[config.mk]
export PLATFORM = sky130hd
export DESIGN_NAME = vn_div_cell
export DESIGN_NICKNAME = d
export VERILOG_FILES = /design/src/sv/vn_pkg.sv /design/src/sv/vn_div_cell.sv
export SDC_FILE = /design/constraint.sdc
export NUM_CORES = 1
export LEC_CHECK = 0
export BUFFER_PORTS_ARGS = -buffer_cell sky130_fd_sc_hd__buf_2
export CORE_AREA = 8 8 275 277
export DETAILED_ROUTE_END_ITERATION = 7
export DIE_AREA = 0 0 283 285
export SLEW_MARGIN = 10
export SYNTH_ARGS = -nofsm -noshare
export SYNTH_HDL_FRONTEND = slang
export SYNTH_SLANG_ARGS = --single-unit
[constraint.sdc]
create_clock -name clk -period 5.8 [get_ports clk]
set_input_delay 1.16 -clock clk [delete_from_list [all_inputs] [get_ports clk]]
set_output_delay 1.16 -clock clk [all_outputs]
set_load 0.05 [all_outputs]
[src/sv/vn_pkg.sv]
// Shared types and constants for the 4-vector normaliser.
// Used by the square-root cell, the divider cell and the top level.
package vn_pkg;

  localparam int COMP_W = 24;               // component width, signed
  localparam int SUM_W  = 49;               // exact sum of four squares
  localparam int N_W    = 50;               // sum padded to whole bit pairs
  localparam int LEN_W  = 25;               // floor root of the sum
  localparam int REM_W  = 28;               // root remainder
  localparam int SQRT_STEPS = N_W / 2;

  typedef struct packed {
    logic [3:0][COMP_W-1:0] comp;
    logic                   above;          // sum not below threshold
  } vn_item_t;

  typedef struct packed {
    logic [N_W-1:0]   n;
    logic [LEN_W-1:0] q;
    logic [REM_W-1:0] r;
    vn_item_t         item;
  } vn_sq_t;

endpackage

[src/sv/vn_div_cell.sv]
// One quotient bit for all four components, restoring long division.
// Depends on vn_pkg.
module vn_div_cell #(
  parameter int QW = 17
) (
  input  logic                     clk,
  input  logic                     rst,
  input  logic                     en,
  input  logic                     valid_in,
  input  logic [vn_pkg::LEN_W-1:0] len_in,
  input  logic [3:0][vn_pkg::LEN_W-1:0] r_in,
  input  logic [3:0][QW-1:0]       q_in,
  input  logic [3:0][QW-1:0]       b_in,   // dividend bits still to bring down
  input  vn_pkg::vn_item_t         item_in,
  output logic                     valid_out,
  output logic [vn_pkg::LEN_W-1:0] len_out,
  output logic [3:0][vn_pkg::LEN_W-1:0] r_out,
  output logic [3:0][QW-1:0]       q_out,
  output logic [3:0][QW-1:0]       b_out,
  output vn_pkg::vn_item_t         item_out
);

  logic [3:0][vn_pkg::LEN_W:0]   rr;
  logic [3:0]                    ge;
  logic [3:0][vn_pkg::LEN_W-1:0] r_next;
  logic [3:0][QW-1:0]            q_next;
  logic [3:0][QW-1:0]            b_next;

  always_comb begin
    for (int i = 0; i < 4; i++) begin
      rr[i] = {r_in[i], b_in[i][QW-1]};
      ge[i] = rr[i] >= {1'b0, len_in};
      r_next[i] = ge[i] ? vn_pkg::LEN_W'(rr[i] - {1'b0, len_in})
                        : rr[i][vn_pkg::LEN_W-1:0];
      q_next[i] = {q_in[i][QW-2:0], ge[i]};
      b_next[i] = {b_in[i][QW-2:0], 1'b0};
    end
  end

  always_ff @(posedge clk) begin
    if (rst) begin
      valid_out <= 1'b0;
    end else if (en) begin
      valid_out <= valid_in;
    end
    if (en) begin
      len_out  <= len_in;
      r_out    <= r_next;
      q_out    <= q_next;
      b_out    <= b_next;
      item_out <= item_in;
    end
  end

endmodule

==> Word-level counts from Yosys, hierarchy flattened <==
Cells that the tools add are included.
{ "totals": {"register_bits": 355, "latch_bits": 0, "ramBits": 0, "romBits": 0, "in_bits": 362, "elab_cells": 31, "n_memories": 0} }
{ "classes": {"n_addsub": 4, "multipliers": 0, "div": 0, "magnitude_cmp": 4, "n_eq_ne": 0, "shifts": 0, "muxes": 4, "n_bitwise": 0, "n_reduce_logical": 0} }
{ "op_table": {"columns": ["cell", "count"], "rows": [
  [">= comparator 26 x 25 -> 1 bit", 4],
  ["two-way mux 25 bit", 4],
  ["subtractor 25 bit", 4]
]} }

==> Logic depth before layout (Yosys ltp) <==
Gate-level depths: netlist of run 1.
{ "logic_depth": {"word_depth": 2, "ltp_mapped": 13} }

==> Least setup slack after synthesis of run 1 <==
Ideal clock, no wire load.
{ "synth_timing": {"kind": "in2reg", "startpoint": "in len_in[1] (netlist bit)", "endpoint": "reg r_out[26] (netlist bit) (data pin)", "t_arrival_ns": 3.547, "slack_ns": 1.993, "cell_stages": 9, "n_path_buf": 0, "path_cell_list": "inv_1 -> fa_1 -> a211oi_2 -> o21ai_1 -> a21oi_1 -> o31a_2 -> o2111ai_4 -> a221oi_4 -> mux2_2"} }
{ "synth_lines": {"columns": ["item", "line", "source"], "rows": [
  ["start: declaration", "vn_div_cell.sv:10", "input logic [vn_pkg::LEN_W-1:0] len_in,"],
  ["end signal: assignment", "vn_div_cell.sv:48", "r_out <= r_next;"],
  ["end: declaration", "vn_div_cell.sv:17", "output logic [3:0][vn_pkg::LEN_W-1:0] r_out,"]
]} }

==> metrics.md, run 1 <==
| Metric | Value |
|---|---|
| Post-CTS sizing | `0` |
| Int Power | `5350 uW` |
| Worst-path clk slew | `0.06 ns` |
| Core area | `71,000 um2` |
| Final period utilization | `71.3%` |
| Place WS | `1.08 ns` |
| Syn Std Cell Area | `17,000 um2` |
| Placed cell count | `2,932` |
| Initial core utilization | `23.9%` |
| Slowest stage delay, CP | `0.43 ns` |
| Worst-Skew Late Latency | `0.56 ns` |
| Fmax | `242 MHz` |
| DP HPWL | `58.9 mm` |
| Die extent in x | `283 um` |
| GRT overflow | `0` |
| Setup Skew | `0 ns` |
| Root Driver | `clkbuf_16` |
| Worst path most repeated cell | `a211oi_1` |
| DRT iter0 DRCs | `916` |
| Vias in the first global route | `14,100` |
| CTS H-tree depth | `2` |
| Via/cell ratio | `4.53` |
| Commonest non-fill, non-tap cell in the layout | `buf_2` |
| Sink Count | `355` |
| Input/output buffers | `712` |
| DR WL/cell | `23.8 um` |
| Hold Slack | `0.523 ns` |
| Max clock buf depth | `3` |
| CP max-delay cell | `fa_1` |
| Crit Path Max Fanout | `26` |
| HP Class | `reg2reg` |
| Post-synth top flop | `edfxtp_1` |
| M3 GR Usage | `5.18%` |
| Worst Setup End Kind | `register` |
| Pins Over Slew Limit | `0` |
| Sw Ratio | `34.8%` |
| Net switching power | `2860 uW` |
| Global route hottest layer | `met2` |
| Filler instances | `7,104` |
| Routability Congestion | `0.877` |
| Post-synth cell types | `69` |
| CP Launch Type | `primary input` |
| # Max-Cap Violations | `0` |
| Crit path cell chain | `buf_2 > ha_1 > inv_1 > fa_1 > a211oi_1 > o21ai_0 > a211oi_1 > nor2_1 > a21oi_1 > a31oi_2 > buf_4 > mux2_2` |
| Ys async rst share | `0%` |
| Area grow syn2layout | `36.4%` |
| FF-to-FF Start | `valid_out$_SDFFE_PP0P_` |
| Die Footprint | `80,700 um2` |
| DIE HEIGHT | `285 um` |
| Req. time, crit path | `6.09 ns` |
| Hold Buf Count CTS | `0` |
| Final ANT Viol Nets | `0` |
| DRC Markers | `0` |
| IO Pins | `721` |
| Mean Syn Cell Area | `13.2 um2` |
| Final Hold Violating Endpoints | `0` |
| First-pass GRT wire length | `102 mm` |
| Critical path's top delay family | `compound AO/OA/AOI/OAI gates` |
| Clock share of power | `33.0%` |
| Total negative slack | `0 ns` |
| Overall routed net length | `72.0 mm` |
| Share of layout cells above drive strength 1 | `40.9%` |
| Sequential Power Share | `39.2%` |
| Initial antenna violation count | `24` |
| Post-Layout Cell Count | `3,018` |
| Post-synth EDFFs | `354` |
| Drt first pass iters | `5` |
| Largest net degree at the start of global routing | `121` |
| Post-CTS setup buffer count | `0` |
| Arr. time, crit path | `4.43 ns` |
| Most frequent cells in the layout | `711 x buf_2, 354 x edfxtp_1, 102 x nand2_1` |
| Mapped Cells | `1,288` |
| Crit path launch | `len_in[0]` |
| Yosys warns | `0` |
| Pwr/cell area | `355 nW/um2` |
| Worst-margin pin slew | `0.783 ns` |
| Setup CP Type | `in2reg` |
| WP buf/inv | `3` |
| M1 GR Usage | `18.8%` |
| Logic pwr share | `27.8%` |
| Status | `completed` |
| RSZ-0062 raised after global routing | `no` |
| LEAKAGE | `0.00993 uW` |
| Via count | `13,700` |
| Peak supply drop | `208 uV` |
| Seq/Total Area, Yosys | `62.8%` |
| Finish-stage setup viols | `0` |
| Total GRT Usage | `17.0%` |
| Layout Nets | `2,493` |
| Setup ws final | `1.66 ns` |
| Final min period | `4.14 ns` |
| Met2 Track Usage GR | `30.9%` |
| Hold Startpoint | `valid_out$_SDFFE_PP0P_` |
| CTS Buf Count | `43` |
| Row count | `98` |
| Slew Limit Headroom | `47.8%` |
| #FFs+latches synth | `355` |
| CTS tree | `yes` |
[cells in the mapped netlist, types with 8 or more instances]
cell type | instances | area (um2)
a211oi_1 | 11 | 82.6
a21o_1 | 49 | 368
a21oi_1 | 101 | 505
buf_2 | 10 | 50.1
buf_4 | 8 | 60.1
clkbuf_1 | 14 | 52.6
edfxtp_1 | 354 | 10600
ha_1 | 100 | 1250
inv_1 | 57 | 214
mux2_2 | 31 | 349
nand2_1 | 102 | 383
nand2b_1 | 8 | 50.1
nand3_1 | 22 | 110
nand4_1 | 16 | 100
nor2_1 | 75 | 282
nor3_1 | 17 | 85.1
o21a_1 | 11 | 82.6
o21ai_0 | 84 | 420
o21bai_1 | 11 | 82.6
xnor2_1 | 47 | 412
xor2_1 | 33 | 289
[layout make-up]
type                    instances  area, um2  share of cell area, %
clock buffers                  54       1160                   5.01
well taps                     950       1190                   5.14
diodes                          7       17.5                 0.0758
multi-input cells             844       5920                   25.6
clock inverters                25        268                   1.16
repair buffers                725       3700                   16.0
inverters                      58        218                  0.942
flip-flops and latches        355      10700                   46.1
[logic make-up after synthesis]
family | synth area share (%)
muxes | 2.18
xor gates and xnor gates | 4.13
and+or+nand+nor | 7.51
adders and majority gates | 7.85
AOI/OAI and AO/OA | 13.1
DFF | 62.8
buffers and inverters | 2.34
other | 0.0221
[state kept, by name, indices dropped and copies added, names as in the netlist]
signal	cells
b_out	64
r_out	100
q_out	68
valid_out	1
item_out	97
len_out	25
[final timing paths]
path | cells past startpoint | endpoint | slack, ns
setup / recovery | 12 | r_out[15]$_DFFE_PP_ | 1.66
hold / removal | 2 | valid_out$_SDFFE_PP0P_ | 0.52
setup reg to reg | 2 | valid_out$_SDFFE_PP0P_ | 5.19
hold reg to reg | 2 | valid_out$_SDFFE_PP0P_ | 0.52
[worst register-to-register path: stages, from the launching register on]
cell	delay [ns]
dfxtp_1	0.31
mux2i_1	0.13
nor2_1	0.06
[per-layer routing]
layer  vias up  routed length (um)
met3       110                5260
met4        14                2590
met1      6580               27300
met2       566               36800
li1       6402                   -
met5         -                  89
[power groups by stage]
stage	clock network [uW]	logic [uW]	registers [uW]
2_1_floorplan	0	641	4190
3_3_place_gp	0	2290	3270
3_5_place_dp	0	2300	3270
4_1_cts	2810	2310	3220
5_1_grt	2890	2420	3240
6_report	2700	2280	3220
[stage by stage]
stage	area, um2	power [uW]	utilization (%)
floorplan	17000	4830	-
global placement	21700	5560	30.5
detailed placement	21700	5570	30.5
CTS	23100	8340	32.5
global route	23100	8550	32.5
finish	23100	8210	32.6
Power figures use the tool's default switching activity.
==> run 2: changes to the inputs <==
--- a/config.mk
+++ b/config.mk
@@ -5,10 +5,11 @@
 export SDC_FILE = /design/constraint.sdc
 export NUM_CORES = 1
 export LEC_CHECK = 0
+export ABC_AREA = 1
 export BUFFER_PORTS_ARGS = -buffer_cell sky130_fd_sc_hd__buf_2
-export CORE_AREA = 8 8 275 277
+export CORE_AREA = 8 8 277 279
 export DETAILED_ROUTE_END_ITERATION = 7
-export DIE_AREA = 0 0 283 285
+export DIE_AREA = 0 0 285 287
 export SLEW_MARGIN = 10
 export SYNTH_ARGS = -nofsm -noshare
 export SYNTH_HDL_FRONTEND = slang
==> constraint.sdc (replaced) <==
create_clock -name clk -period 4.05 [get_ports clk]
set_input_delay 0.81 -clock clk [delete_from_list [all_inputs] [get_ports clk]]
set_output_delay 0.81 -clock clk [all_outputs]
set_load 0.05 [all_outputs]
==> metrics.md, run 2 <==
| Metric | Value |
|---|---|
| Share of layout cells above drive strength 1 | `27.0%` |
| CTS tree | `yes` |
| Most frequent cells in the layout | `930 x nand2_1, 711 x buf_2, 403 x inv_1` |
| Slew Limit Headroom | `50.6%` |
| Flop2flop setup slack | `3.45 ns` |
| DRT iter0 DRCs | `1,340` |
| Layout Nets | `3,549` |
| Hold Startpoint | `rst` |
| CTS H-tree depth | `2` |
| Total negative slack | `0 ns` |
| LEAKAGE | `0.0135 uW` |
| Yosys warns | `0` |
| Input/output buffers | `712` |
| Post-layout util | `36.5%` |
| #FFs+latches synth | `355` |
| Die Footprint | `81,800 um2` |
| Die extent in x | `285 um` |
| FF+latch area | `10,700 um2` |
| Finish-stage setup viols | `0` |
| Reg2Reg Depth | `2` |
| Fmax | `352 MHz` |
| Final period utilization | `70.2%` |
| Seq/Total Area, Yosys | `52.7%` |
| Core area | `72,300 um2` |
| Worst-margin pin slew | `0.741 ns` |
| Post-synth EDFFs | `354` |
| Peak supply drop | `368 uV` |
| Via count | `18,500` |
| Final instance area | `26,400 um2` |
| DR WL/cell | `21.1 um` |
| First-pass GRT wire length | `121 mm` |
| Routability Congestion | `0.920` |
| Crit Path Max Fanout | `26` |
| Post-CTS sizing | `0` |
| Setup CP Type | `in2reg` |
| Final min period | `2.84 ns` |
| Initial core utilization | `28.0%` |
| # Max-Cap Violations | `0` |
| Drt first pass iters | `5` |
| Initial antenna violation count | `46` |
| Root Driver | `clkbuf_16` |
| Biggest regs | `r_out: 100 flops, item_out: 97 flops, q_out: 68 flops` |
| Worst Setup End Kind | `register` |
| PnR Total Power | `11,900 uW` |
| Mapped Cells | `2,333` |
| Largest area contributor in the netlist | `edfxtp_1` |
| DP HPWL | `70.8 mm` |
| DIE HEIGHT | `287 um` |
| Sink Count | `355` |
| Post-synth cell types | `32` |
| Top-area cell type share of the netlist area | `52.6%` |
| Arr. time, crit path | `3.14 ns` |
| Post-synth top flop | `edfxtp_1` |
| Area grow syn2layout | `30.6%` |
| Row count | `99` |
| Top cells by count, synth | `930 x nand2_1, 403 x inv_1, 354 x edfxtp_1` |
| Pwr/cell area | `450 nW/um2` |
| R2r endpoint | `valid_out$_SDFFE_PP0P_` |
| Commonest non-fill, non-tap cell in the layout | `nand2_1` |
| Top-count cell post-synth | `nand2_1` |
| Status | `completed` |
| Max clock buf depth | `3` |
| DRC Markers | `0` |
| Ys async rst share | `0%` |
| Leading post-synthesis cells by cell area | `edfxtp_1 53%, nand2_1 17%, inv_1 7.5%` |
| Final ANT Viol Nets | `0` |
| Vias in the first global route | `17,800` |
| CP Launch Type | `primary input` |
| Hold Buf Count CTS | `0` |
| Setup Skew | `0 ns` |
| Max FFs per register | `100` |
| IO Pins | `721` |
| Final Hold Violating Endpoints | `0` |
| Worst-path clk slew | `0.06 ns` |
| GRT overflow | `0` |
| Via/cell ratio | `4.54` |
| Post-CTS setup buffer count | `0` |
| Worst Hold Endpoint | `valid_out$_SDFFE_PP0P_` |
| Syn Std Cell Area | `20,200 um2` |
| Pins Over Slew Limit | `0` |
| Mean Syn Cell Area | `8.67 um2` |
| Post-DP Area | `25,000 um2` |
| FF-to-FF Start | `valid_out$_SDFFE_PP0P_` |
| RSZ-0062 raised after global routing | `no` |
| Largest net degree at the start of global routing | `81` |
| Total GRT Usage | `20.0%` |
| Largest register by flop count | `r_out` |
| Hold Path Stages | `2` |
| Multi-input gate area | `7820 um2` |
| CTS Buf Count | `43` |
| Req. time, crit path | `4.35 ns` |
| Filler instances | `7,533` |
| Overall routed net length | `86.2 mm` |
| HP Class | `in2reg` |
| Worst-Skew Late Latency | `0.56 ns` |
## run 2: where the power goes
part           switching, uW  internal [uW]
clock                   1610           2230
sequential              96.5           4490
combinational           2650            828
## run 2: per-layer routing
metal	vias up	part of all wire [%]	global-route usage, %
met1	8519	37	22.1
met3	184	7.5	5.01
met2	768	51	36.6
li1	9049	-	-
met5	-	0.15	0
met4	20	4.6	7.76
## run 2: final cells by class
cell class                 instances  share of cell area [%]
sequential                       355                    40.3
clock buffer                      53                    4.22
multi-input combinational       1539                    29.6
clock inverter                    25                   0.990
tap                              959                    4.54
antenna                            7                  0.0663
inverter                         406                    5.77
timing repair buffer             738                    14.5
## run 2: worst max-delay path by stage
stage	from	endpoint	slack, ns	depth (start not counted)
after floorplan	len_in[13]	r_out[46]$_DFFE_PP_	1.56	13
after global placement	len_in[11]	r_out[74]$_DFFE_PP_	0.64	12
after detailed placement	len_in[11]	r_out[74]$_DFFE_PP_	0.61	12
after CTS	len_in[11]	r_out[74]$_DFFE_PP_	1.23	12
after global routing	len_in[16]	r_out[25]$_DFFE_PP_	1.05	11
final	len_in[11]	r_out[74]$_DFFE_PP_	1.21	12
## run 2: logic make-up after synthesis
| logic type | after synthesis | synth area share (%) |
|---|---|---|
| xor+xnor | 46 | 1.99 |
| flops | 355 | 52.7 |
| compound gates | 47 | 1.44 |
| fa+ha+maj | 104 | 6.58 |
| mux | 1 | 0.0495 |
| other cells | 1 | 0.0185 |
| simple gates | 1337 | 28.6 |
| buf+inv | 442 | 8.69 |
## run 2: worst max-delay path: stages
cell,delay (ns)
buf_2,0.11
inv_1,0.40
buf_4,0.25
ha_1,0.28
nand2_1,0.19
nor2_1,0.09
nand2_1,0.08
inv_1,0.08
nand4_4,0.22
nand3_4,0.34
nand2_1,0.17
nand2_1,0.11
## run 2: per-stage QoR
step           instances  hold WS [ns]  worst slack, ns
2_1_floorplan       2336         0.733             1.56
5_1_grt             4077         0.373             1.05
4_1_cts             4075         0.353             1.23
3_5_place_dp        3997         0.493            0.614
3_3_place_gp        3997         0.467            0.635
6_report            4082         0.403             1.21
