**src/sv/vn_pkg.sv**
```systemverilog
// Shared types and constants for the 4-vector normaliser.
// Used by the square-root cell, the divider cell and the top level.
package vn_pkg;

  localparam int COMP_W = 24;               // component width, signed
  localparam int SUM_W  = 49;               // exact sum of four squares
  localparam int N_W    = 50;               // sum padded to whole bit pairs
  localparam int LEN_W  = 25;               // floor root of the sum
  localparam int REM_W  = 28;               // root remainder
  localparam int SQRT_STEPS = N_W / 2;

  typedef struct packed {
    logic [3:0][COMP_W-1:0] comp;
    logic                   above;          // sum not below threshold
  } vn_item_t;

  typedef struct packed {
    logic [N_W-1:0]   n;
    logic [LEN_W-1:0] q;
    logic [REM_W-1:0] r;
    vn_item_t         item;
  } vn_sq_t;

endpackage

```
**src/sv/vn_sqrt_cell.sv**
```systemverilog
// One root digit of the floor square root: takes the top bit pair of n.
// Depends on vn_pkg.
module vn_sqrt_cell (
  input  logic           clk,
  input  logic           rst,
  input  logic           en,
  input  logic           valid_in,
  input  vn_pkg::vn_sq_t d_in,
  output logic           valid_out,
  output vn_pkg::vn_sq_t d_out
);

  logic [vn_pkg::REM_W-1:0] rr;
  logic [vn_pkg::REM_W-1:0] t;
  logic                     ge;
  vn_pkg::vn_sq_t           d_next;

  always_comb begin
    rr = {d_in.r[vn_pkg::REM_W-3:0], d_in.n[vn_pkg::N_W-1 -: 2]};
    t  = {1'b0, d_in.q, 2'b01};
    ge = rr >= t;
    d_next      = d_in;
    d_next.n    = {d_in.n[vn_pkg::N_W-3:0], 2'b00};
    d_next.r    = ge ? rr - t : rr;
    d_next.q    = {d_in.q[vn_pkg::LEN_W-2:0], ge};
  end

  always_ff @(posedge clk) begin
    if (rst) begin
      valid_out <= 1'b0;
    end else if (en) begin
      valid_out <= valid_in;
    end
    if (en) begin
      d_out <= d_next;
    end
  end

endmodule

```
**config.mk**
```make
export PLATFORM = sky130hd
export DESIGN_NAME = vn_sqrt_cell
export DESIGN_NICKNAME = d
export VERILOG_FILES = /design/src/sv/vn_pkg.sv /design/src/sv/vn_sqrt_cell.sv
export SDC_FILE = /design/constraint.sdc
export NUM_CORES = 1
export LEC_CHECK = 0
export BUFFER_PORTS_ARGS = -buffer_cell sky130_fd_sc_hd__buf_2
export CORE_AREA = 2 2 157 159
export CTS_CLUSTER_DIAMETER = 30
export DETAILED_ROUTE_END_ITERATION = 12
export DIE_AREA = 0 0 159 161
export PLACE_DENSITY = 0.65
export SETUP_SLACK_MARGIN = 0.2
export SYNTH_ARGS = -nofsm -noshare
export SYNTH_HDL_FRONTEND = slang
export SYNTH_SLANG_ARGS = --single-unit
```
**constraint.sdc**
```tcl
create_clock -name clk -period 3.1 [get_ports clk]
set_input_delay 0.62 -clock clk [delete_from_list [all_inputs] [get_ports clk]]
set_output_delay 0.62 -clock clk [all_outputs]
set_load 0.01 [all_outputs]
```
## After elaboration in Yosys (flattened, before gate mapping)

Index checks and enable logic that the tools add are counted.

- Output and inout port bits: 201
- Register bits: 199

- Add/sub/neg operators: 1
- $lt $le $gt $ge: 1
- Mux-type cells: 1

Operators by type and width:

| operator | count |
|---|---|
| $ge 28x27->1 | 1 |
| $mux 28 | 1 |
| $sub 28x27->28 | 1 |

## Logic depth before layout (Yosys ltp)

Gate-level depths: netlist (run 1).

- Depth in word-level cells: 2
- Depth in mapped cells: 12

## Worst setup path after synthesis (run 1)

OpenSTA, ideal clock, no wires.

- Path kind: input -> register
- Start point: in d_in[136] in the netlist's numbering
- End point: reg d_out[116] in the netlist's numbering (data pin)
- Setup time: 0.260 ns
- Data arrival time: 2.576 ns
- Setup slack: 0.265 ns
- Data required time: 2.840 ns
- Cell stages on the path: 9
- Cells stage by stage: inv_1 > ha_1 > clkbuf_1 > nand4_1 > or4_1 > o311ai_2 > a211oi_2 > nor2_4 > mux2_2

RTL lines:

| what | RTL line | RTL |
|---|---|---|
| start, declared | vn_sqrt_cell.sv:8 | `input vn_pkg::vn_sq_t d_in,` |
| end signal, assigned | vn_sqrt_cell.sv:35 | `d_out <= d_next;` |
| end, declared | vn_sqrt_cell.sv:10 | `output vn_pkg::vn_sq_t d_out` |

==> qor.yml, run 1 <==
sta:
  tightest_slew_ns: 0.614
  min_period_ns: 2.65
  setup_viol: 0
  skew_ns: 0
  hold_viol: 0
  fin_hold_ws_ns: 0.329
  drv_slew: 0
  timing.final.crit_share_pct: 85.4
  max_freq_ghz: 0.378
  max_slew_margin_pct: 59.1
  setup_ws_ns: 0.453
  rsz0062_at_grt: "false"
power_and_ir_drop:
  combPwrFrac_pct: 16.3
  power_density_nw_per_um2: 604
  ir_drop_v: 0.000327
  power.leakage_nw: 4.89
  clockPowerShare_pct: 34.2
  power_frac_seq_pct: 49.5
  power.net_switching_mw: 1.86
  switching_share_pct: 27.8
  p_int_mw: 4.82
setup_path:
  timing.rr.start: "valid_out$_SDFFE_PP0P_"
  r2r_setup_slack_ns: 2.51
  cpPeakStageDelay_ns: 0.57
  critPathBufInv: 3
  crit_type: "primary input to flip-flop"
  cp_max_fo: 24
  critical_path.top_delay_family: "simple AND/OR/NAND/NOR gates"
  required_ns: 3.26
  r2r-end: "valid_out$_SDFFE_PP0P_"
  cp-end-kind: "flip-flop"
  start_kind: "primary input"
  reg2reg_depth: 2
  arrival_ns: 2.81
  cp_cell_sequence: "buf_2 > inv_1 > ha_1 > nand4_1 > or4_1 > o311ai_2 > a211oi_2 > nor2_4 > buf_4 > a21oi_1"
  cpMaxStageDelayCell: "or4_1"
global_routing:
  grt-ovfl-total: 0
  antenna_found_initial: 8
  grt.total_usage_pct: 18.6
  grt_pass1_wl_mm: 34.7
  grt_max_degree: 73
  grt_pass1_vias: 5558
yosys:
  ys_seq_area_share_pct: 75.6
  synth_edf_count: 198
  synth_flop_cell: "edfxtp_1"
  synthCells: 501
  async_flop_share_pct: 0
  syn_avg_cell_area_sq_um: 15.8
  ys_types: 40
  synthTopCellsByArea: "edfxtp_1, ha_1, a21oi_1"
  yosysTopAreaCell: "edfxtp_1"
  ys_seq_elements: 199
  synthesis.area_sq_um: 7890
  synth_top_area_share_pct: 75.3
  yosysWarnings: 0
floorplan:
  row_count: 57
  io_pins: 405
  dieArea_sq_um: 25600
  die_x_microns: 159
  core_sq_um: 24000
  die_y_microns: 161
  initial_core_util_pct: 32.9
worst_hold_path:
  hold_depth: 2
  min_path_type: "primary input to flip-flop"
  min_to: "valid_out$_SDFFE_PP0P_"
  hold_start: "rst"
detailed_routing:
  wl_per_cell_microns: 19.5
  drt_first_pass_iters: 5
  wirelength_mm: 24.8
  drc: 0
  vias: 5767
  routed_via_density: 4.54
  dr.first_iter.drc_count: 483
  ant_nets: 0
clocking:
  root_buffer: "clkbuf_16"
  clk_latency_ns: 0.43
  numCtsBuffers: 17
  cts_tree: "built"
  cts_setup_buffers: 0
  hold_buffers: 0
  cts.path.max_buffers: 2
  htree_levels: 4
  cts_resized: 0
  numClockSinks: 199
  clkTransAtPathRegs_ns: 0.08
cells_and_area:
  final_common_cell: "buf_2"
  fillCellCount: 2210
  nNetsFinal: 1161
  final_cell_mix: "buf_2, edfxtp_1, a21oi_1, nor2_1, buf_4"
  drive_above_1_share_pct: 50.2
  multi_input_area_sq_um: 1660
  syn_to_final_growth_pct: 40.0
  regArea_sq_um: 5970
  finish.instance_area_sq_um: 11100
placement:
  dp_hpwl_mm: 19.6
  placedInstanceArea_sq_um: 10400
  pre_cts_slack_ns: -0.00387
  port-buffer-count: 400
  gp_congestion: 0.847
flow_run:
  drv_cap: 0
outcome:
  outcome: "finished, final reports clean"
==> per-stage QoR <==
stage | power (mW) | setup TNS, ns | cells | utilization, %
3_5_place_dp | 4.46 | -0.00387 | 1235 | 43.5
3_3_place_gp | 4.45 | 0 | 1235 | 43.5
2_1_floorplan | 3.88 | 0 | 502 | -
5_1_grt | 6.93 | 0 | 1267 | 46.1
4_1_cts | 6.75 | 0 | 1267 | 46.1
6_report | 6.67 | 0 | 1271 | 46.1
==> power groups by stage <==
stage | combinational (mW) | clock, mW | sequential, mW
3_5_place_dp | 1.10 | 0 | 3.36
6_report | 1.09 | 2.28 | 3.30
5_1_grt | 1.18 | 2.42 | 3.33
4_1_cts | 1.10 | 2.34 | 3.30
2_1_floorplan | 0.373 | 0 | 3.51
3_3_place_gp | 1.09 | 0 | 3.36
==> worst max-delay path by stage <==
stage / slack (ns) / to / cells past startpoint / from
after CTS: 0.45 / d_out[108]$_DFFE_PP_ / 10 / d_in[131]
final: 0.45 / d_out[108]$_DFFE_PP_ / 10 / d_in[140]
after global routing: 0.25 / d_out[122]$_DFFE_PP_ / 11 / d_in[127]
after global placement: 0.008 / d_out[103]$_DFFE_PP_ / 10 / d_in[131]
after floorplan: 0.26 / d_out[116]$_DFFE_PP_ / 9 / d_in[136]
after detailed placement: -0.004 / d_out[108]$_DFFE_PP_ / 10 / d_in[131]
==> metal layers <==
layer,vias to the layer above,global-route usage (%),part of all wire [%]
li1,2741,-,-
met4,4,4.71,1.1
met2,249,31.3,50
met1,2754,22.8,40
met3,19,6.63,9.4
met5,-,0,0.11
==> state kept, by name (all words and copies together), names as in the netlist <==
register,flops
d_out,198
valid_out,1
==> synthesized netlist by cell type (9+ instances only) <==
master and count:
o21ai_0 13, clkbuf_1 9, xnor2_1 14, nor2_1 38, nor3_1 9, nand2_1 16
nand3_1 10, a21o_1 19, edfxtp_1 198, nand4_1 12, ha_1 27, inv_1 28
a21oi_1 44, xor2_1 12
==> cells by family after synthesis <==
family          after synthesis  share of synthesized area (%)
mux                           5                          0.697
compound gates               98                           7.69
flops                       199                           75.6
fa+ha+maj                    27                           4.28
other cells                   1                         0.0475
xor+xnor                     26                           2.88
buf+inv                      52                           3.39
simple gates                 93                           5.44
==> area by class of cell <==
type	instances	share of cell area (%)
antenna	4	0.0906
clock buffer	17	3.85
timing repair buffer	433	20.7
sequential	199	54.0
multi-input combinational	251	15.1
inverter	28	0.951
tap	324	3.67
clock inverter	15	1.73
(Power assumes the default switching activity.)
==> run 2, diff against run 1 <==
- CORE_AREA: 2 2 157 159 -> not set
- CORE_UTILIZATION: not set -> 33
- DIE_AREA: 0 0 159 161 -> not set
==> run 2 against run 1 <==
Against the previous run:
- via count is 0.71% lower
- fmax is 0.91% higher
- total power is 0.31% lower
- sequential power hardly changed
- design area is 0.12% lower
==> qor.yml, run 2 (synthesis gave the netlist of run 1 again) <==
cells_and_area:
  top_regs: "d_out: 198 flops, valid_out: 1 flops"
  largest_reg_flops: 198  # unchanged
  syn_to_final_growth_pct: 39.8
  final_cell_mix: "buf_2, edfxtp_1, a21oi_1, nor2_1, buf_4"
  nNetsFinal: 1161  # unchanged
  regMostFlops: "d_out"
  final_common_cell: "buf_2"
  drive_above_1_share_pct: 50.2  # unchanged
  utilization_pct: 47.0  # +0.91 points
setup_path:
  cp_max_fo: 6  # -75%
  cp-end-kind: "flip-flop"
  reg2reg_depth: 2  # unchanged
  arrival_ns: 2.80  # about the same
  r2r-end: "valid_out$_SDFFE_PP0P_"
  crit_type: "primary input to flip-flop"
  crit_end: "d_out[122]$_DFFE_PP_"
  r2r_setup_slack_ns: 2.52  # about the same
  timing.rr.start: "valid_out$_SDFFE_PP0P_"
  required_ns: 3.28  # +0.02 ns
  crit_start: "d_in[131]"
  start_kind: "primary input"
clocking:
  root_buffer: "clkbuf_16"
  cts_setup_buffers: 0  # unchanged
  numClockSinks: 199  # unchanged
  hold_buffers: 0  # unchanged
  cts_resized: 0  # unchanged
  cts.path.max_buffers: 2  # unchanged
  clkTransAtPathRegs_ns: 0.08  # about the same
  cts_tree: "built"
  htree_levels: 4  # unchanged
  numCtsBuffers: 17  # unchanged
  clk_latency_ns: 0.43  # about the same
floorplan:
  die_x_microns: 157  # -1.5%
  row_count: 56  # -1.8%
  dieArea_sq_um: 24500  # -4.1%
  io_pins: 405  # unchanged
  initial_core_util_pct: 33.6  # +0.69 points
  die_y_microns: 157  # -2.7%
  core_sq_um: 23500  # -2.0%
global_routing:
  antenna_found_initial: 9  # +1
  grt_pass1_vias: 5593  # +0.63%
  grt-ovfl-total: 0  # unchanged
  grt.total_usage_pct: 19.4  # +0.87 points
  grt_pass1_wl_mm: 34.2  # -1.6%
  grt_max_degree: 71  # -2.7%
detailed_routing:
  wirelength_mm: 24.7  # -0.37%
  wl_per_cell_microns: 19.5  # +0.26%
  vias: 5726  # -0.71%
  drt_first_pass_iters: 4  # -1
  drc: 0  # unchanged
  dr.first_iter.drc_count: 376  # -22%
  routed_via_density: 4.53  # about the same
  ant_nets: 0  # unchanged
sta:
  max_freq_ghz: 0.381  # +0.91%
  setup_viol: 0  # unchanged
  skew_ns: 0  # unchanged
  hold_viol: 0  # unchanged
  min_period_ns: 2.62  # -0.0239 ns
  drv_slew: 0  # unchanged
  rsz0062_at_grt: "false"
  fin_setup_tns_ns: 0  # unchanged
  timing.final.crit_share_pct: 84.6  # -0.77 points
placement:
  gp_congestion: 0.872  # +2.9%
  dp_hpwl_mm: 19.6  # about the same
  port-buffer-count: 400  # unchanged
power_and_ir_drop:
  power.leakage_nw: 4.89  # about the same
  power_density_nw_per_um2: 603  # -0.18%
  ir_drop_v: 0.000476  # +45%
flow_run:
  drv_cap: 0  # unchanged
worst_hold_path:
  min_path_type: "primary input to flip-flop"
  hold_depth: 2  # unchanged
outcome:
  outcome: "finished, final reports clean"
-- run 2: worst max-delay path: stages --
cell and delay [ns]:
buf_2 0.09, inv_1 0.04, ha_1 0.34, nand4_1 0.19
or4_1 0.54, o311ai_2 0.26, a211oi_2 0.11, nor2_4 0.24
mux2_2 0.37
-- run 2: how the worst min path moves through the flow --
| stage | start | endpoint | slack (ns) |
|---|---|---|---|
| after floorplan | valid_out$_SDFFE_PP0P_ | valid_out$_SDFFE_PP0P_ | 0.53 |
| after global placement | valid_out$_SDFFE_PP0P_ | valid_out$_SDFFE_PP0P_ | 0.48 |
| after detailed placement | valid_out$_SDFFE_PP0P_ | valid_out$_SDFFE_PP0P_ | 0.49 |
| after CTS | rst | valid_out$_SDFFE_PP0P_ | 0.31 |
| after global routing | d_in[36] | d_out[36]$_DFFE_PP_ | 0.32 |
| final | rst | valid_out$_SDFFE_PP0P_ | 0.33 |
-- run 2: layout make-up --
class | count | area [sq um]
Clock buffer | 18 | 429
Inverter | 28 | 105
Fill cell | 2179 | 12400
Antenna cell | 1 | 2.50
Tap cell | 319 | 399
Clock inverter | 14 | 175
Multi-Input combinational cell | 251 | 1660
Timing Repair Buffer | 433 | 2300
Sequential cell | 199 | 5970
-- run 2: through the flow --
step / power, mW / cell area [sq um] / hold slack (ns) / setup slack [ns] / instances
after floorplan: 3.88 / 7900 / 0.528 / 0.265 / 502
after global placement: 4.45 / 10400 / 0.477 / 0.0149 / 1230
after detailed placement: 4.47 / 10400 / 0.491 / 0.00479 / 1230
after CTS: 6.74 / 11000 / 0.310 / 0.472 / 1262
after global routing: 6.91 / 11000 / 0.324 / 0.239 / 1262
final: 6.65 / 11000 / 0.331 / 0.477 / 1263
-- run 2: metal layers --
metal,GRT usage (%),wire length (microns)
met4,6.16,476
met1,23.4,9780
met5,0,59
met2,32.1,12000
met3,7.28,2340
-- run 2: power by group --
| group | switching, mW | total (mW) | internal, mW |
|---|---|---|---|
| registers | 0.0586 | 3.30 | 3.24 |
| clock network | 1.15 | 2.25 | 1.10 |
| logic | 0.631 | 1.10 | 0.468 |
==> run 3, diff against run 2 <==
- ABC_AREA: not set -> 1
- PLACE_DENSITY: 0.65 -> 0.67
- clock period: 3.1 -> 2.4 ns (I/O delays scaled with it)
==> run 3 against run 2 <==
Against the previous run:
- sequential cell count unchanged
- first-iteration DRC count grew 39%
- worst setup slack gained 0.011 ns
- global-route usage grew 1.6 points
- clock power grew 40%
- sequential power grew 29%
- count of clock-buffer cells in the layout shrank 1
- critical path depth is 4 higher
- highest routed layer unchanged
- combinational power increased by 37%
- design area rose by 8.6%
==> qor.yml, run 3 <==
yosys:
  ys_top_cells_by_count: "nand2_1, edfxtp_1, inv_1"
  synth_edf_count: 198  # unchanged
  ys_seq_elements: 199  # unchanged
  synthTopCellsByArea: "edfxtp_1, nand2_1, inv_1"
  syn_avg_cell_area_sq_um: 11.4  # -28%
  synthesis.area_sq_um: 8520  # +8.0%
  ys_seq_area_share_pct: 70.0  # -5.6 points
  synth_top_area_share_pct: 69.8  # -5.6 points
  async_flop_share_pct: 0  # unchanged
  synth_flop_cell: "edfxtp_1"
  synth.most_common_cell: "nand2_1"
  yosysWarnings: 0  # unchanged
  yosysTopAreaCell: "edfxtp_1"
  ys_types: 26  # -35%
  synthCells: 748  # +49%
cells_and_area:
  top_regs: "d_out: 198 flops, valid_out: 1 flops"
  nNetsFinal: 1439  # +24%
  final_cells: 1556  # +23%
  largest_reg_flops: 198  # unchanged
  syn_to_final_growth_pct: 40.7
  final_cell_mix: "buf_2, nand2_1, edfxtp_1, inv_1, buf_4"
  final_common_cell: "buf_2"
  regMostFlops: "d_out"
  drive_above_1_share_pct: 40.9  # -9.3 points
detailed_routing:
  drt_first_pass_iters: 5  # +1
  vias: 6782  # +18%
  wl_per_cell_microns: 18.2  # -7.0%
  wirelength_mm: 28.3  # +15%
  drc: 0  # unchanged
  routed_via_density: 4.36  # -3.9%
  dr.first_iter.drc_count: 523  # +39%
  ant_nets: 0  # unchanged
floorplan:
  die_y_microns: 163  # +3.9%
  initial_core_util_pct: 33.7  # +0.12 points
  io_pins: 405  # unchanged
  die_x_microns: 163  # +3.9%
  core_sq_um: 25300  # +7.6%
  row_count: 58  # +3.6%
  dieArea_sq_um: 26500  # +7.9%
setup_path:
  r2r_setup_slack_ns: 1.81  # -0.71 ns
  crit_top_cell: "nand2_1"
  reg2reg_depth: 2  # unchanged
  cp-end-kind: "flip-flop"
  cp_max_fo: 4  # -2
  start_kind: "primary input"
  cp.depth: 13  # +4
  cpMaxStageDelayCell: "ha_1"
  cp_cell_sequence: "buf_2 > inv_1 > ha_1 > nand2_1 > buf_4 > nor2_1 > nand3_1 > nand3_1 > nand2_1 > nand2_1 > nand2_1 > nand3_1 > nand2_1"
  critical_path.top_delay_family: "simple AND/OR/NAND/NOR gates"
  crit_end: "d_out[115]$_DFFE_PP_"
  cpPeakStageDelay_ns: 0.34  # -0.20 ns
  critPathBufInv: 3  # +1
  required_ns: 2.59  # -0.69 ns
  crit_type: "primary input to flip-flop"
  timing.rr.start: "valid_out$_SDFFE_PP0P_"
  crit_start: "d_in[131]"
  r2r-end: "valid_out$_SDFFE_PP0P_"
  arrival_ns: 2.10  # -0.70 ns
global_routing:
  grt_pass1_vias: 6614  # +18%
  grt.busiest_layer: "met2"
  grt_max_degree: 44  # -38%
  grt_pass1_wl_mm: 40.1  # +17%
  grt.total_usage_pct: 21.0  # +1.6 points
  antenna_found_initial: 11  # +2
  grt_use_met2_pct: 36.3  # +4.3 points
  grt_use_met3_pct: 6.21  # -1.1 points
  grt-ovfl-total: 0  # unchanged
  gr-usage-met1_pct: 25.4  # +1.9 points
clocking:
  hold_buffers: 0  # unchanged
  cts_setup_buffers: 0  # unchanged
  numClockSinks: 199  # unchanged
  cts_tree: "built"
  cts.path.max_buffers: 2  # unchanged
  root_buffer: "clkbuf_16"
  htree_levels: 4  # unchanged
  numCtsBuffers: 17  # unchanged
  cts_resized: 0  # unchanged
  clkTransAtPathRegs_ns: 0.08  # about the same
  clk_latency_ns: 0.44  # about the same
sta:
  skew_ns: 0  # unchanged
  fin_setup_tns_ns: 0  # unchanged
  timing.final.crit_share_pct: 79.7
  hold_viol: 0  # unchanged
  max_freq_ghz: 0.523
  setup_viol: 0  # unchanged
  drv_slew: 0  # unchanged
  fin_hold_ws_ns: 0.186  # -0.145 ns
  min_period_ns: 1.91
  rsz0062_at_grt: "false"
power_and_ir_drop:
  power_density_nw_per_um2: 745  # +24%
  switching_share_pct: 28.6  # +1.0 points
  power.leakage_nw: 5.87  # +20%
  power_frac_seq_pct: 47.6  # -2.0 points
  p_int_mw: 6.37  # +32%
  ir_drop_v: 0.000402  # -16%
  combPwrFrac_pct: 16.9  # +0.4 points
  power.net_switching_mw: 2.56  # +39%
  clockPowerShare_pct: 35.4  # +1.5 points
  power_mw: 8.93  # +34%
outcome:
  outcome: "finished, final reports clean"
worst_hold_path:
  min_path_type: "primary input to flip-flop"
placement:
  dp_hpwl_mm: 22.8  # +16%
  gp_congestion: 0.880  # +0.95%
  port-buffer-count: 400  # unchanged
  dp_cells: 1519  # +23%
flow_run:
  drv_cap: 0  # unchanged
[run 3: changes by cell type in the layout (fill, tap and decap cells not counted), sizes merged, moves of 5 or more]
cell / delta
nand3: +27
nand4: -8
o211ai: -5
nor3: -7
inv: +109
nand2: +232
buf: +14
a31oi: -6
a21o: -19
xor2: -7
a21oi: -32
[run 3: power groups by stage]
stage / Sequential [mW] / Combinational (mW) / Clock (mW)
2_1_floorplan: 4.51 / 0.493 / 0
3_3_place_gp: 4.32 / 1.52 / 0
3_5_place_dp: 4.33 / 1.53 / 0
4_1_cts: 4.25 / 1.54 / 3.26
5_1_grt: 4.28 / 1.66 / 3.36
6_report: 4.25 / 1.51 / 3.16
[run 3: logic make-up (layout without fill, tap and decap cells)]
| group | count (synthesis) | after routing | share of synthesized area, % |
|---|---|---|---|
| and+or+nand+nor | 335 | 335 | 16.1 |
| muxes | 1 | 1 | 0.117 |
| buffers and inverters | 142 | 614 | 6.59 |
| DFF | 199 | 199 | 70.0 |
| adders and majority gates | 27 | 27 | 3.96 |
| other | 1 | 7 | 0.0440 |
| AOI/OAI and AO/OA | 28 | 28 | 1.69 |
| xor gates and xnor gates | 15 | 15 | 1.54 |
[run 3: final cells by class]
class	count	area, sq um
clock inverter	15	228
tap	330	413
fill	2388	13300
sequential	199	5970
antenna	5	12.5
multi-input combinational	408	2000
timing repair buffer	447	2440
inverter	135	507
clock buffer	17	425
[run 3: layer usage]
metal | vias to the layer above | share of wire, %
li1 | 3360 | -
met1 | 3131 | 40
met2 | 245 | 50
met3 | 36 | 8.1
met4 | 10 | 1.7
met5 | - | 0.24
[run 3: worst min-delay path by stage]
stage / start / endpoint / slack, ns / cells after the start
floorplan: valid_out$_SDFFE_PP0P_ / valid_out$_SDFFE_PP0P_ / 0.53 / 2
global placement: valid_out$_SDFFE_PP0P_ / valid_out$_SDFFE_PP0P_ / 0.48 / 2
detailed placement: valid_out$_SDFFE_PP0P_ / valid_out$_SDFFE_PP0P_ / 0.50 / 2
CTS: rst / valid_out$_SDFFE_PP0P_ / 0.17 / 2
global route: rst / valid_out$_SDFFE_PP0P_ / 0.18 / 2
finish: rst / valid_out$_SDFFE_PP0P_ / 0.19 / 2
[run 3: stage by stage]
stage	utilization [%]	setup WS, ns	area, sq um
2_1_floorplan	-	0.333	8530
3_3_place_gp	44.8	0.0199	11300
3_5_place_dp	44.8	0.0189	11300
4_1_cts	47.4	0.483	12000
5_1_grt	47.4	0.313	12000
6_report	47.5	0.488	12000
